[src/design/cfq_pkg.sv]
// ----------------------------------------------------------------------------
// Circular FIFO queue package
// Shared sizes, command and status codes, and the controller command bundle.
// ----------------------------------------------------------------------------
package cfq_pkg;

  // Number of physical storage slots.
  localparam int unsigned DEPTH = 16;
  localparam int unsigned PTR_W = (DEPTH > 1) ? $clog2(DEPTH) : 1;
  // Width of the capacity register and of the entry count.
  localparam int unsigned CNT_W = 5;
  localparam int unsigned WORD_W = 32;

  typedef enum logic [1:0] {
    CMD_ENQUEUE = 2'd0,
    CMD_DEQUEUE = 2'd1,
    CMD_QUERY   = 2'd2,
    CMD_SPARE   = 2'd3
  } command_e;

  typedef enum logic [1:0] {
    ST_OK          = 2'd0,
    ST_OVERFLOW    = 2'd1,
    ST_UNDERFLOW   = 2'd2,
    ST_NOT_CREATED = 2'd3
  } status_e;

  // Commands from the controller to the datapath.
  typedef struct packed {
    logic accept;   // Execute the request on the inputs this cycle.
    logic load_out; // Read the store and load the response register.
  } cfq_ctrl_t;

endpackage

[src/design/cfq_intf.sv]
// ----------------------------------------------------------------------------
// Circular FIFO queue channel interfaces
// Request, response and capacity write channels with valid/ready handshakes.
// ----------------------------------------------------------------------------
interface cfq_req_if;
  logic        valid;
  logic        ready;
  logic [1:0]  command;
  logic [31:0] push_value;

  modport source (output valid, output command, output push_value, input ready);
  modport sink (input valid, input command, input push_value, output ready);
endinterface

interface cfq_rsp_if;
  logic        valid;
  logic        ready;
  logic [1:0]  status;
  logic [31:0] front_value;
  logic [31:0] rear_value;
  logic [4:0]  entry_count;
  logic        is_empty;
  logic        is_full;

  modport source (output valid, output status, output front_value, output rear_value,
                  output entry_count, output is_empty, output is_full, input ready);
  modport sink (input valid, input status, input front_value, input rear_value,
                input entry_count, input is_empty, input is_full, output ready);
endinterface

interface cfq_cfg_if;
  logic       valid;
  logic       ready;
  logic [4:0] queue_capacity;

  modport source (output valid, output queue_capacity, input ready);
  modport sink (input valid, input queue_capacity, output ready);
endinterface

[src/design/cfq_ctrl.sv]
// ----------------------------------------------------------------------------
// Circular FIFO queue controller
// Sequences accept, store read and response hand-off for each request.
// ----------------------------------------------------------------------------
module cfq_ctrl
  import cfq_pkg::*;
(
  input  logic      clk_i,
  input  logic      rst_ni,
  input  logic      req_valid_i,
  output logic      req_ready_o,
  output logic      rsp_valid_o,
  input  logic      rsp_ready_i,
  output cfq_ctrl_t ctrl_o
);

  typedef enum logic {
    S_IDLE,
    S_READ
  } state_e;

  state_e state_q;
  logic   rsp_valid_q;
  logic   slot_free;

  // The response register can take new data once it is empty or being drained.
  assign slot_free   = !rsp_valid_q || rsp_ready_i;
  assign req_ready_o = (state_q == S_IDLE);
  assign rsp_valid_o = rsp_valid_q;

  assign ctrl_o.accept   = (state_q == S_IDLE) && req_valid_i;
  assign ctrl_o.load_out = (state_q == S_READ) && slot_free;

  always_ff @(posedge clk_i or negedge rst_ni) begin
    if (!rst_ni) begin
      state_q     <= S_IDLE;
      rsp_valid_q <= 1'b0;
    end else begin
      unique case (state_q)
        S_IDLE: begin
          if (rsp_valid_q && rsp_ready_i) begin
            rsp_valid_q <= 1'b0;
          end
          if (req_valid_i) begin
            state_q <= S_READ;
          end
        end
        S_READ: begin
          if (slot_free) begin
            rsp_valid_q <= 1'b1;
            state_q     <= S_IDLE;
          end
        end
        default: begin
          state_q <= S_IDLE;
        end
      endcase
    end
  end

endmodule

[src/design/cfq_datapath.sv]
// ----------------------------------------------------------------------------
// Circular FIFO queue datapath
// Word store, head/tail pointers, occupancy, capacity and response register.
// ----------------------------------------------------------------------------
module cfq_datapath
  import cfq_pkg::*;
(
  input  logic              clk_i,
  input  logic              rst_ni,
  input  cfq_ctrl_t         ctrl_i,
  input  logic [1:0]        command_i,
  input  logic [WORD_W-1:0] push_value_i,
  input  logic              cfg_we_i,
  input  logic [CNT_W-1:0]  cfg_capacity_i,
  output logic [1:0]        status_o,
  output logic [WORD_W-1:0] front_value_o,
  output logic [WORD_W-1:0] rear_value_o,
  output logic [CNT_W-1:0]  entry_count_o,
  output logic              is_empty_o,
  output logic              is_full_o
);

  localparam logic [CNT_W-1:0] DepthCnt = CNT_W'(DEPTH);

  logic [WORD_W-1:0] mem [DEPTH];

  logic [CNT_W-1:0] cap_q;
  logic [PTR_W-1:0] head_q, head_d;
  logic [PTR_W-1:0] tail_q, tail_d;
  logic [CNT_W-1:0] occ_q, occ_d;
  status_e          stat_q, stat_d;

  logic [CNT_W-1:0] cap_use;
  logic             enq_ok;
  logic             deq_ok;
  logic [PTR_W-1:0] last_idx;

  logic [1:0]        out_status_q;
  logic [WORD_W-1:0] out_front_q;
  logic [WORD_W-1:0] out_rear_q;
  logic [CNT_W-1:0]  out_count_q;
  logic              out_empty_q;
  logic              out_full_q;

  // Advance a slot index, wrapping at the capacity in use.
  function automatic logic [PTR_W-1:0] next_slot(input logic [PTR_W-1:0] slot,
                                                 input logic [CNT_W-1:0] cap);
    logic [CNT_W:0] inc;
    inc = (CNT_W+1)'(slot) + (CNT_W+1)'(1);
    return (inc >= {1'b0, cap}) ? '0 : inc[PTR_W-1:0];
  endfunction

  assign cap_use = (cap_q > DepthCnt) ? DepthCnt : cap_q;

  always_comb begin
    enq_ok = 1'b0;
    deq_ok = 1'b0;
    stat_d = ST_OK;
    priority if (cap_use == '0) begin
      stat_d = ST_NOT_CREATED;
    end else if (command_i == CMD_ENQUEUE) begin
      if (occ_q >= cap_use) begin
        stat_d = ST_OVERFLOW;
      end else begin
        enq_ok = 1'b1;
      end
    end else if (command_i == CMD_DEQUEUE) begin
      if (occ_q == '0) begin
        stat_d = ST_UNDERFLOW;
      end else begin
        deq_ok = 1'b1;
      end
    end else begin
      stat_d = ST_OK;
    end
  end

  always_comb begin
    head_d = head_q;
    tail_d = tail_q;
    occ_d  = occ_q;
    if (enq_ok) begin
      tail_d = next_slot(tail_q, cap_use);
      occ_d  = occ_q + CNT_W'(1);
    end
    if (deq_ok) begin
      head_d = next_slot(head_q, cap_use);
      occ_d  = occ_q - CNT_W'(1);
    end
  end

  // The newest word sits just behind the tail, wrapping to the last used slot.
  assign last_idx = (tail_q == '0) ? PTR_W'(cap_use - CNT_W'(1)) : tail_q - PTR_W'(1);

  always_ff @(posedge clk_i or negedge rst_ni) begin
    if (!rst_ni) begin
      cap_q  <= '0;
      head_q <= '0;
      tail_q <= '0;
      occ_q  <= '0;
      stat_q <= ST_OK;
    end else if (cfg_we_i) begin
      cap_q  <= cfg_capacity_i;
      head_q <= '0;
      tail_q <= '0;
      occ_q  <= '0;
    end else if (ctrl_i.accept) begin
      head_q <= head_d;
      tail_q <= tail_d;
      occ_q  <= occ_d;
      stat_q <= stat_d;
    end
  end

  always_ff @(posedge clk_i) begin
    if (ctrl_i.accept && enq_ok) begin
      mem[tail_q] <= push_value_i;
    end
  end

  always_ff @(posedge clk_i) begin
    if (ctrl_i.load_out) begin
      out_status_q <= stat_q;
      out_count_q  <= occ_q;
      out_empty_q  <= (occ_q == '0);
      out_full_q   <= (cap_use != '0) && (occ_q == cap_use);
      if (occ_q == '0) begin
        out_front_q <= '1;
        out_rear_q  <= '1;
      end else begin
        out_front_q <= mem[head_q];
        out_rear_q  <= mem[last_idx];
      end
    end
  end

  assign status_o      = out_status_q;
  assign front_value_o = out_front_q;
  assign rear_value_o  = out_rear_q;
  assign entry_count_o = out_count_q;
  assign is_empty_o    = out_empty_q;
  assign is_full_o     = out_full_q;

endmodule

[src/design/circular_fifo_queue.sv]
// ----------------------------------------------------------------------------
// Circular FIFO queue
// Run-time sized circular queue of signed 32-bit words with status response.
// ----------------------------------------------------------------------------
// Usage: every request on req_i carries a command (enqueue, dequeue or query)
// and a push value. Each request produces exactly one response on rsp_o with
// the status and the front, rear, count, empty and full view after the request.
// The capacity is written through cfg_i while the block is idle; any write,
// even of the same value, empties the queue. A capacity of zero means the
// queue does not exist and every request then reports not-created. Values
// above the physical depth of 16 entries are clamped to 16.
// Timing: a request is taken at an edge where the controller is idle. The
// controller then enters its read state; once the output register is free,
// the word store is read at the head and at the slot behind the tail and
// the response register is loaded, which raises response valid. A new
// request is taken only after the read state has loaded the response.
// Stalls: while a response waits in the output register the next request is
// still taken; its store read waits until the output register is drained.
// Reset: capacity, pointers and count clear; the word store is not cleared.
// ----------------------------------------------------------------------------
module circular_fifo_queue
  import cfq_pkg::*;
(
  input  logic clk_i,
  input  logic rst_ni,
  cfq_req_if.sink   req_i,
  cfq_rsp_if.source rsp_o,
  cfq_cfg_if.sink   cfg_i
);

  cfq_ctrl_t ctrl;

  // Capacity writes always taken, unchecked: user must write only while idle.
  assign cfg_i.ready = 1'b1;

  cfq_ctrl u_ctrl (
    .clk_i       (clk_i),
    .rst_ni      (rst_ni),
    .req_valid_i (req_i.valid),
    .req_ready_o (req_i.ready),
    .rsp_valid_o (rsp_o.valid),
    .rsp_ready_i (rsp_o.ready),
    .ctrl_o      (ctrl)
  );

  cfq_datapath u_datapath (
    .clk_i          (clk_i),
    .rst_ni         (rst_ni),
    .ctrl_i         (ctrl),
    .command_i      (req_i.command),
    .push_value_i   (req_i.push_value),
    .cfg_we_i       (cfg_i.valid),
    .cfg_capacity_i (cfg_i.queue_capacity),
    .status_o       (rsp_o.status),
    .front_value_o  (rsp_o.front_value),
    .rear_value_o   (rsp_o.rear_value),
    .entry_count_o  (rsp_o.entry_count),
    .is_empty_o     (rsp_o.is_empty),
    .is_full_o      (rsp_o.is_full)
  );

endmodule

[src/flat_wrapper.sv]
// flat-port wrapper written by rule: the top's interface ports become plain ports
module circular_fifo_queue_flat import cfq_pkg::*;
  (clk_i, rst_ni, req_i_valid, req_i_command, req_i_push_value, req_i_ready, rsp_o_valid, rsp_o_status, rsp_o_front_value, rsp_o_rear_value, rsp_o_entry_count, rsp_o_is_empty, rsp_o_is_full, rsp_o_ready, cfg_i_valid, cfg_i_queue_capacity, cfg_i_ready);
  cfq_req_if req_i_i ();
  cfq_rsp_if rsp_o_i ();
  cfq_cfg_if cfg_i_i ();
  input  logic clk_i;
  input  logic rst_ni;
  input wire logic [$bits(req_i_i.valid)-1:0] req_i_valid;
  input wire logic [$bits(req_i_i.command)-1:0] req_i_command;
  input wire logic [$bits(req_i_i.push_value)-1:0] req_i_push_value;
  output wire logic [$bits(req_i_i.ready)-1:0] req_i_ready;
  output wire logic [$bits(rsp_o_i.valid)-1:0] rsp_o_valid;
  output wire logic [$bits(rsp_o_i.status)-1:0] rsp_o_status;
  output wire logic [$bits(rsp_o_i.front_value)-1:0] rsp_o_front_value;
  output wire logic [$bits(rsp_o_i.rear_value)-1:0] rsp_o_rear_value;
  output wire logic [$bits(rsp_o_i.entry_count)-1:0] rsp_o_entry_count;
  output wire logic [$bits(rsp_o_i.is_empty)-1:0] rsp_o_is_empty;
  output wire logic [$bits(rsp_o_i.is_full)-1:0] rsp_o_is_full;
  input wire logic [$bits(rsp_o_i.ready)-1:0] rsp_o_ready;
  input wire logic [$bits(cfg_i_i.valid)-1:0] cfg_i_valid;
  input wire logic [$bits(cfg_i_i.queue_capacity)-1:0] cfg_i_queue_capacity;
  output wire logic [$bits(cfg_i_i.ready)-1:0] cfg_i_ready;
  assign req_i_i.valid = req_i_valid;
  assign req_i_i.command = req_i_command;
  assign req_i_i.push_value = req_i_push_value;
  assign req_i_ready = req_i_i.ready;
  assign rsp_o_valid = rsp_o_i.valid;
  assign rsp_o_status = rsp_o_i.status;
  assign rsp_o_front_value = rsp_o_i.front_value;
  assign rsp_o_rear_value = rsp_o_i.rear_value;
  assign rsp_o_entry_count = rsp_o_i.entry_count;
  assign rsp_o_is_empty = rsp_o_i.is_empty;
  assign rsp_o_is_full = rsp_o_i.is_full;
  assign rsp_o_i.ready = rsp_o_ready;
  assign cfg_i_i.valid = cfg_i_valid;
  assign cfg_i_i.queue_capacity = cfg_i_queue_capacity;
  assign cfg_i_ready = cfg_i_i.ready;
  circular_fifo_queue u_core (.clk_i(clk_i), .rst_ni(rst_ni), .req_i(req_i_i), .rsp_o(rsp_o_i), .cfg_i(cfg_i_i));
endmodule
[config.mk]
export PLATFORM = sky130hd
export DESIGN_NAME = circular_fifo_queue_flat
export DESIGN_NICKNAME = d
export VERILOG_FILES = /design/src/design/cfq_pkg.sv /design/src/design/cfq_intf.sv /design/src/design/cfq_ctrl.sv /design/src/design/cfq_datapath.sv /design/src/design/circular_fifo_queue.sv /design/src/flat_wrapper.sv
export SDC_FILE = /design/constraint.sdc
export NUM_CORES = 1
export LEC_CHECK = 0
export ABC_AREA = 1
export BUFFER_PORTS_ARGS = -buffer_cell sky130_fd_sc_hd__clkbuf_2
export CORE_UTILIZATION = 35
export CTS_BUF_LIST = sky130_fd_sc_hd__clkbuf_2 sky130_fd_sc_hd__clkbuf_4 sky130_fd_sc_hd__clkbuf_8
export DETAILED_ROUTE_END_ITERATION = 12
export PLACE_DENSITY = 0.55
export SLEW_MARGIN = 20
export SYNTH_ARGS = -nofsm -noshare
export SYNTH_HDL_FRONTEND = slang
export SYNTH_HIERARCHICAL = 1
export SYNTH_SLANG_ARGS = --single-unit
[constraint.sdc]
create_clock -name clk_i -period 4.7 [get_ports clk_i]
set_input_delay 0.235 -clock clk_i [delete_from_list [all_inputs] [get_ports clk_i]]
set_output_delay 0.235 -clock clk_i [all_outputs]
set_load 0.01 [all_outputs]
==> results of run 1 <==
[layout make-up]
type | count | share of cell area, %
clock buffers | 135 | 4.836
multi-input cells | 1932 | 27.92
repair buffers | 227 | 4.914
clock inverters | 50 | 0.8143
diodes | 3 | 0.02133
flip-flops and latches | 607 | 51.52
inverters | 547 | 5.860
well taps | 1155 | 4.107
[per-layer routing]
layer	track usage, %	vias to the layer above	share of wire (%)
li1	-	11670	-
met1	29.23	11970	43
met2	35.90	1051	47
met3	2.950	201	6.8
met4	7.483	2	2.9
met5	0	-	0.013
[repair_timing]
item,in CTS,in global routing
endpoints found under the setup margin,0,0
hold endpoints to repair,541,0
hold buffers,53,0
[through the flow]
step                      std cells  power, W  instance area, µm²  worst slack [ps]
final                          4656   0.01409               35190             916.9
after floorplan                3332  0.008351               30930             980.2
after global placement         4415  0.009455               32660             958.9
after detailed placement       4415  0.009457               32660              1024
after global routing           4655   0.01476               35190             727.5
after CTS                      4653   0.01420               35180             984.8
[power groups by stage]
stage / Sequential (W) / Clock (W) / Combinational [W]
floorplan: 0.00617 / 0 / 0.00218
global placement: 0.00616 / 0 / 0.00329
detailed placement: 0.00616 / 0 / 0.00329
CTS: 0.00605 / 0.00480 / 0.00334
global route: 0.00606 / 0.00503 / 0.00367
finish: 0.00605 / 0.00467 / 0.00336
[state kept, by name, indices dropped and copies added (netlist names)]
register,flops
u_core/u_datapath/entry_count_o,5
u_core/u_datapath/status_o,2
u_core/u_datapath/cap_q,5
u_core/u_datapath/mem,512
u_core/u_datapath/is_empty_o,1
u_core/u_datapath/occ_q,5
u_core/u_ctrl/rsp_valid_o,1
u_core/u_datapath/head_q,4
u_core/u_datapath/tail_q,4
u_core/u_datapath/front_value_o,32
u_core/u_ctrl/state_q,1
u_core/u_datapath/rear_value_o,32
u_core/u_datapath/is_full_o,1
u_core/u_datapath/stat_q,2
[cell usage in the layout, fill, tap and decap left out, types with 2 or more instances in the layout]
cell           instances
buf_12                15
o21ai_1                2
nand2_8                2
edfxtp_1             585
nand3_4                3
clkbuf_4              25
nor2_4                16
bufinv_16              2
dfrtp_1               18
inv_1                539
clkinvlp_4             2
nand3b_1               4
nand2_2                2
o221ai_1              65
o21ai_0              270
ha_1                  23
buf_4                 41
nor3_1                 3
inv_4                  3
nand4_1               10
dfrtp_4                3
diode_2                3
inv_2                  3
nor2_1                29
xor2_1                 6
nand2_4                3
clkbuf_2             118
nand3_1              777
clkinv_2              16
clkinv_1              30
a21oi_1              270
nand3_2                5
dlygate4sd3_1         53
clkbuf_8             110
nand2_1              433
[synthesized netlist by cell type, types with 3 or more instances]
master and number:
buf_6 5, nor2_1 45, o221ai_1 65, nand3b_1 4
nand4_1 10, o21ai_0 270, inv_1 541, buf_4 6
dfrtp_1 22, clkbuf_1 108, buf_2 108, ha_1 24
nand3_2 5, nand2_2 5, buf_1 19, xor2_1 6
a21oi_1 270, nand3_1 778, nand2_1 433, edfxtp_1 585
nor3_1 3
[worst min path at each step]
stage,cells after the start,from,to
6_report,2,rst_ni,u_core/u_datapath/tail_q[3]$_DFFE_PN0P_
5_1_grt,2,rst_ni,u_core/u_datapath/tail_q[3]$_DFFE_PN0P_
4_1_cts,2,rst_ni,u_core/u_datapath/tail_q[3]$_DFFE_PN0P_
3_5_place_dp,1,rst_ni,u_core/u_ctrl/rsp_valid_o$_DFFE_PN0P_
3_3_place_gp,1,rst_ni,u_core/u_ctrl/rsp_valid_o$_DFFE_PN0P_
2_1_floorplan,0,rst_ni,u_core/u_ctrl/rsp_valid_o$_DFFE_PN0P_
[worst max-delay path, cell delays in order (launching register included)]
cell	delay (ps)
dfrtp_1	420
nor2_1	130
nand2_1	100
nand2_1	150
nand2_1	120
ha_1	310
a21oi_1	140
nor2_1	50
a21oi_1	110
nand3_1	130
nor2_1	100
nand2_1	230
inv_1	230
nand2_1	260
nor2_4	620
buf_4	340
[cells by family (layout without fill, tap and decap cells)]
kind of cell / Yosys count / in the layout / synth area share [%]
AOI/OAI and AO/OA: 610 / 610 / 10.69
adders and majority gates: 25 / 25 / 1.035
other: 1 / 4 / 0.01212
buffers and inverters: 793 / 959 / 10.27
DFF: 607 / 607 / 58.57
xor gates and xnor gates: 7 / 7 / 0.1982
and+or+nand+nor: 1289 / 1289 / 19.22
==> metrics.cfg, run 1 <==
[sta]
post-route-min-period_ps = 3783
skew_ps = 35.94
hold_viol = 0
finalSetupViolCount = 0
slew_headroom_pct = 22.56
fmax_mhz = 264.3
holdWs_ps = 51.29
setup_tns_ps = 0
drv_slew = 0
post-route-period-util_pct = 80.49
rsz0062_at_grt = no
tightest_slew_ps = 1162

[floorplanning]
start_util_pct = 35.49
fp.dieH_um = 299.3
core_area_um2 = 87160
rows = 108
dieWidth_um = 299.3
io_pins = 120
die_area_um2 = 89580

[clock_tree]
cts-htree-levels = 3
ctsResizeCount = 0
cts_root_buf = clkbuf_8
cts.clk_slew.worst_paths_ps = 70
insertion_delay_ps = 720
clkSinkCount = 607
cts_setup_buffers = 0
cts-buffers-inserted = 105
clockBufferDepth = 3
cts_tree = built

[synth]
ys_types = 35
synth.avg_cell_area_um2 = 9.284
synth_nets = 3401
synth_area_leader_cell = edfxtp_1
ys_seq_elements = 607
synth_area_leaders = edfxtp_1 (57%), nand3_1 (13%), inv_1 (6.6%)
synth_edf_count = 585
ys_seq_area_share_pct = 58.57
synth_area_um2 = 30930
async_flop_share_pct = 3.624
ys.flop_type = edfxtp_1
netlist_instances = 3332
yosysWarnings = 6
synth_top_area_share_pct = 56.79

[power]
p_sw_w = 0.004647
switching_share_pct = 32.99
clkPwrFrac_pct = 33.2
p_seq_share_pct = 43.0
peakVddDrop_uv = 311.2
p_comb_share_pct = 23.9
p_per_area_nw_per_um2 = 400.3
leakage_nw = 13.90
intPower_w = 0.009438

[grt]
grt.total_usage_pct = 21.72
grt_max_degree = 176
gr-total-overflow = 0
grt_pass1_vias = 24040
grt_pass1_wl_um = 149000
antenna_found_initial = 3

[detailed_routing]
drt-vias-per-instance = 5.348
wire_per_inst_um = 21.01
drtPass1Iterations = 6
drcViolationCount = 0
wirelength_um = 97830
route.vias.total = 24900
dr.first_iter.drc_count = 2435
postRouteAntennaNets = 0

[placement]
gp_congestion = 0.8100
port-buffer-count = 118
hpwl_um = 51130

[worst_setup_path]
worst-r2r-cell-count = 15
critPathKind = register to register
reg2reg_slack_ps = 920
worstPathMaxFanout = 13
r2r_start = u_core/u_datapath/cap_q[0]$_DFFE_PN0P_
r2r-end = u_core/u_datapath/mem[2][13]$_DFFE_PP_
required_ps = 5080
cp_data_arrival_time_ps = 4160
crit_end = u_core/u_datapath/mem[2][13]$_DFFE_PP_
crit_start = u_core/u_datapath/cap_q[0]$_DFFE_PN0P_
end_kind = register
worstSetupStartpointType = register

[worst_hold_path]
min_path_type = input port to asynchronous set/reset pin

[layout]
regArea_um2 = 18130
multiInputGateArea_um2 = 9826
drive_gt1_share_pct = 10.78
area_delta_synth_final_pct = 13.75
fillCellCount = 8551
fin_util_pct = 40.37
nNetsFinal = 3489

[run_status]
status = finished, final reports clean

[run]
cap_violations = 0

Power figures use the tool's default switching activity.
==> run 2: changes to the inputs <==
--- a/config.mk
+++ b/config.mk
@@ -10,7 +10,7 @@
 export CORE_UTILIZATION = 35
 export CTS_BUF_LIST = sky130_fd_sc_hd__clkbuf_2 sky130_fd_sc_hd__clkbuf_4 sky130_fd_sc_hd__clkbuf_8
 export DETAILED_ROUTE_END_ITERATION = 12
-export PLACE_DENSITY = 0.55
+export PLACE_DENSITY = 0.57
 export SLEW_MARGIN = 20
 export SYNTH_ARGS = -nofsm -noshare
 export SYNTH_HDL_FRONTEND = slang
==> constraint.sdc (replaced) <==
create_clock -name clk_i -period 3.4 [get_ports clk_i]
set_input_delay 0.17 -clock clk_i [delete_from_list [all_inputs] [get_ports clk_i]]
set_output_delay 0.17 -clock clk_i [all_outputs]
set_load 0.01 [all_outputs]
==> run 2 against run 1 <==
  * Clock skew increased by 2.1 ps
  * Largest power group unchanged
  * Global-route usage decreased by 0.097 points
  * Worst setup slack lost 640 ps
  * Combinational power up 44%
  * Critical path depth shrank 3
==> metrics.cfg, run 2 (synthesis gave the netlist of run 1 again) <==
[run_status]
status = finished, final reports clean

[worst_setup_path]
worstSetupStartpointType = register
end_kind = register
reg2reg_slack_ps = 280
worst_path_most_repeated_cell = nand3_1
critPathKind = register to register
cp_data_arrival_time_ps = 3520
required_ps = 3800
r2r_start = u_core/u_datapath/tail_q[1]$_DFFE_PN0P_
path_cells = inv_1 -> ha_1 -> nand3_4 -> inv_4 -> nand3_4 -> nand2_8 -> buf_12 -> nand2_1 -> nand3_1 -> nand3_1 -> nand3_1 -> nand3_1
worstPathMaxFanout = 194
r2r-end = u_core/u_datapath/rear_value_o[8]$_SDFFCE_PP1P_
cpPeakStageDelay_ps = 500
worst-r2r-cell-count = 12
slowest_stage = buf_12

[sta]
tightest_slew_ps = 1310
drv_slew = 0
setup_tns_ps = 0
post-route-min-period_ps = 3122
skew_ps = 38.05
slew_headroom_pct = 12.65
fmax_mhz = 320.3
post-route-period-util_pct = 91.83
hold_viol = 0
finalSetupViolCount = 0
rsz0062_at_grt = no

[detailed_routing]
wirelength_um = 98570
drt-vias-per-instance = 5.338
wire_per_inst_um = 20.99
postRouteAntennaNets = 0
drtPass1Iterations = 6
dr.first_iter.drc_count = 2318
route.vias.total = 25070
drcViolationCount = 0

[layout]
top_register = u_core/u_datapath/mem
final_area_um2 = 35940
area_delta_synth_final_pct = 16.17
nNetsFinal = 3527
layout_common_cells = nand3_1 (777), edfxtp_1 (585), inv_1 (539)
drive_gt1_share_pct = 11.81
final_cells = 4696
largest_register_ffs = 512
mostFrequentLayoutCell = nand3_1

[worst_hold_path]
holdPathStages = 5
min_from = rsp_o_ready
hold_path_end = u_core/u_ctrl/rsp_valid_o$_DFFE_PN0P_
min_path_type = input port to register

[floorplanning]
core_area_um2 = 87160
start_util_pct = 35.49
fp.dieH_um = 299.3
dieWidth_um = 299.3
die_area_um2 = 89580
io_pins = 120
rows = 108

[clock_tree]
clkSinkCount = 607
cts_root_buf = clkbuf_8
insertion_delay_ps = 740
cts-htree-levels = 3
cts-buffers-inserted = 107
ctsHoldBuffers = 55
ctsResizeCount = 0
clockBufferDepth = 3
cts_setup_buffers = 0
cts.clk_slew.worst_paths_ps = 60
cts_tree = built

[placement]
gp_congestion = 0.8105
dpl.cell_count = 4449
hpwl_um = 53920
postPlaceCellArea_um2 = 33270
port-buffer-count = 118

[grt]
grt_max_degree = 195
gr-total-overflow = 0
grt_pass1_vias = 23830
grt.total_usage_pct = 21.62
antenna_found_initial = 2
grt_pass1_wl_um = 147600

[run]
cap_violations = 0

[power]
leakage_nw = 14.24
p_per_area_nw_per_um2 = 557.3
peakVddDrop_uv = 828.8

[run 2: routing by layer]
layer  vias to the layer above  routed length [µm]  track usage (%)
li1                      11760                   -                -
met1                     12000               42140            29.55
met3                       211                6911            3.088
met4                         0                3352            8.698
met5                         -                   0                0
met2                      1102               46160            34.54
[run 2: final cells by class]
cell class              count  area (µm²)
clock buffers             135        1695
repair buffers            263        2365
inverters                 547        2062
clock inverters            54       406.6
fillers                  8464       51220
diodes                      3       7.507
flip-flops and latches    607       18130
well taps                1155        1445
multi-input cells        1932        9826
[run 2: worst max-delay path by stage]
stage	slack, ps	cells after the start	end	startpoint
4_1_cts	400	13	u_core/u_datapath/rear_value_o[8]$_SDFFCE_PP1P_	u_core/u_datapath/tail_q[1]$_DFFE_PN0P_
3_3_place_gp	370	15	u_core/u_datapath/mem[1][16]$_DFFE_PP_	u_core/u_datapath/cap_q[0]$_DFFE_PN0P_
3_5_place_dp	400	14	u_core/u_datapath/rear_value_o[16]$_SDFFCE_PP1P_	u_core/u_datapath/tail_q[1]$_DFFE_PN0P_
6_report	280	12	u_core/u_datapath/rear_value_o[8]$_SDFFCE_PP1P_	u_core/u_datapath/tail_q[1]$_DFFE_PN0P_
2_1_floorplan	-320	14	u_core/u_datapath/mem[10][0]$_DFFE_PP_	u_core/u_datapath/cap_q[0]$_DFFE_PN0P_
5_1_grt	120	15	u_core/u_datapath/mem[13][23]$_DFFE_PP_	u_core/u_datapath/cap_q[2]$_DFFE_PN0P_
[run 2: worst max-delay path, delay by kind of cell, from the launching register on]
family	cells	cell delay [ps]
fa+ha+maj	1	270
simple gates	8	1010
buf+inv	3	710
flops	1	410
[run 2: metrics by stage]
| step | setup slack [ps] | util, % | hold slack [ps] | power [W] |
|---|---|---|---|---|
| finish | 277.9 | 41.23 | 295.9 | 0.02003 |
| global route | 119.6 | 41.23 | 306.1 | 0.02087 |
| CTS | 399.1 | 41.22 | 225.3 | 0.02014 |
| detailed placement | 403.5 | 38.17 | 213.8 | 0.01323 |
| global placement | 371.3 | 38.17 | 208.8 | 0.01321 |
| floorplan | -319.8 | - | -125.6 | 0.01154 |
[run 2: power by group]
group / switching (W) / internal, W
sequential: 0.0000413 / 0.00832
combinational: 0.00340 / 0.00144
clock: 0.00313 / 0.00371
total: 0.00657 / 0.0135
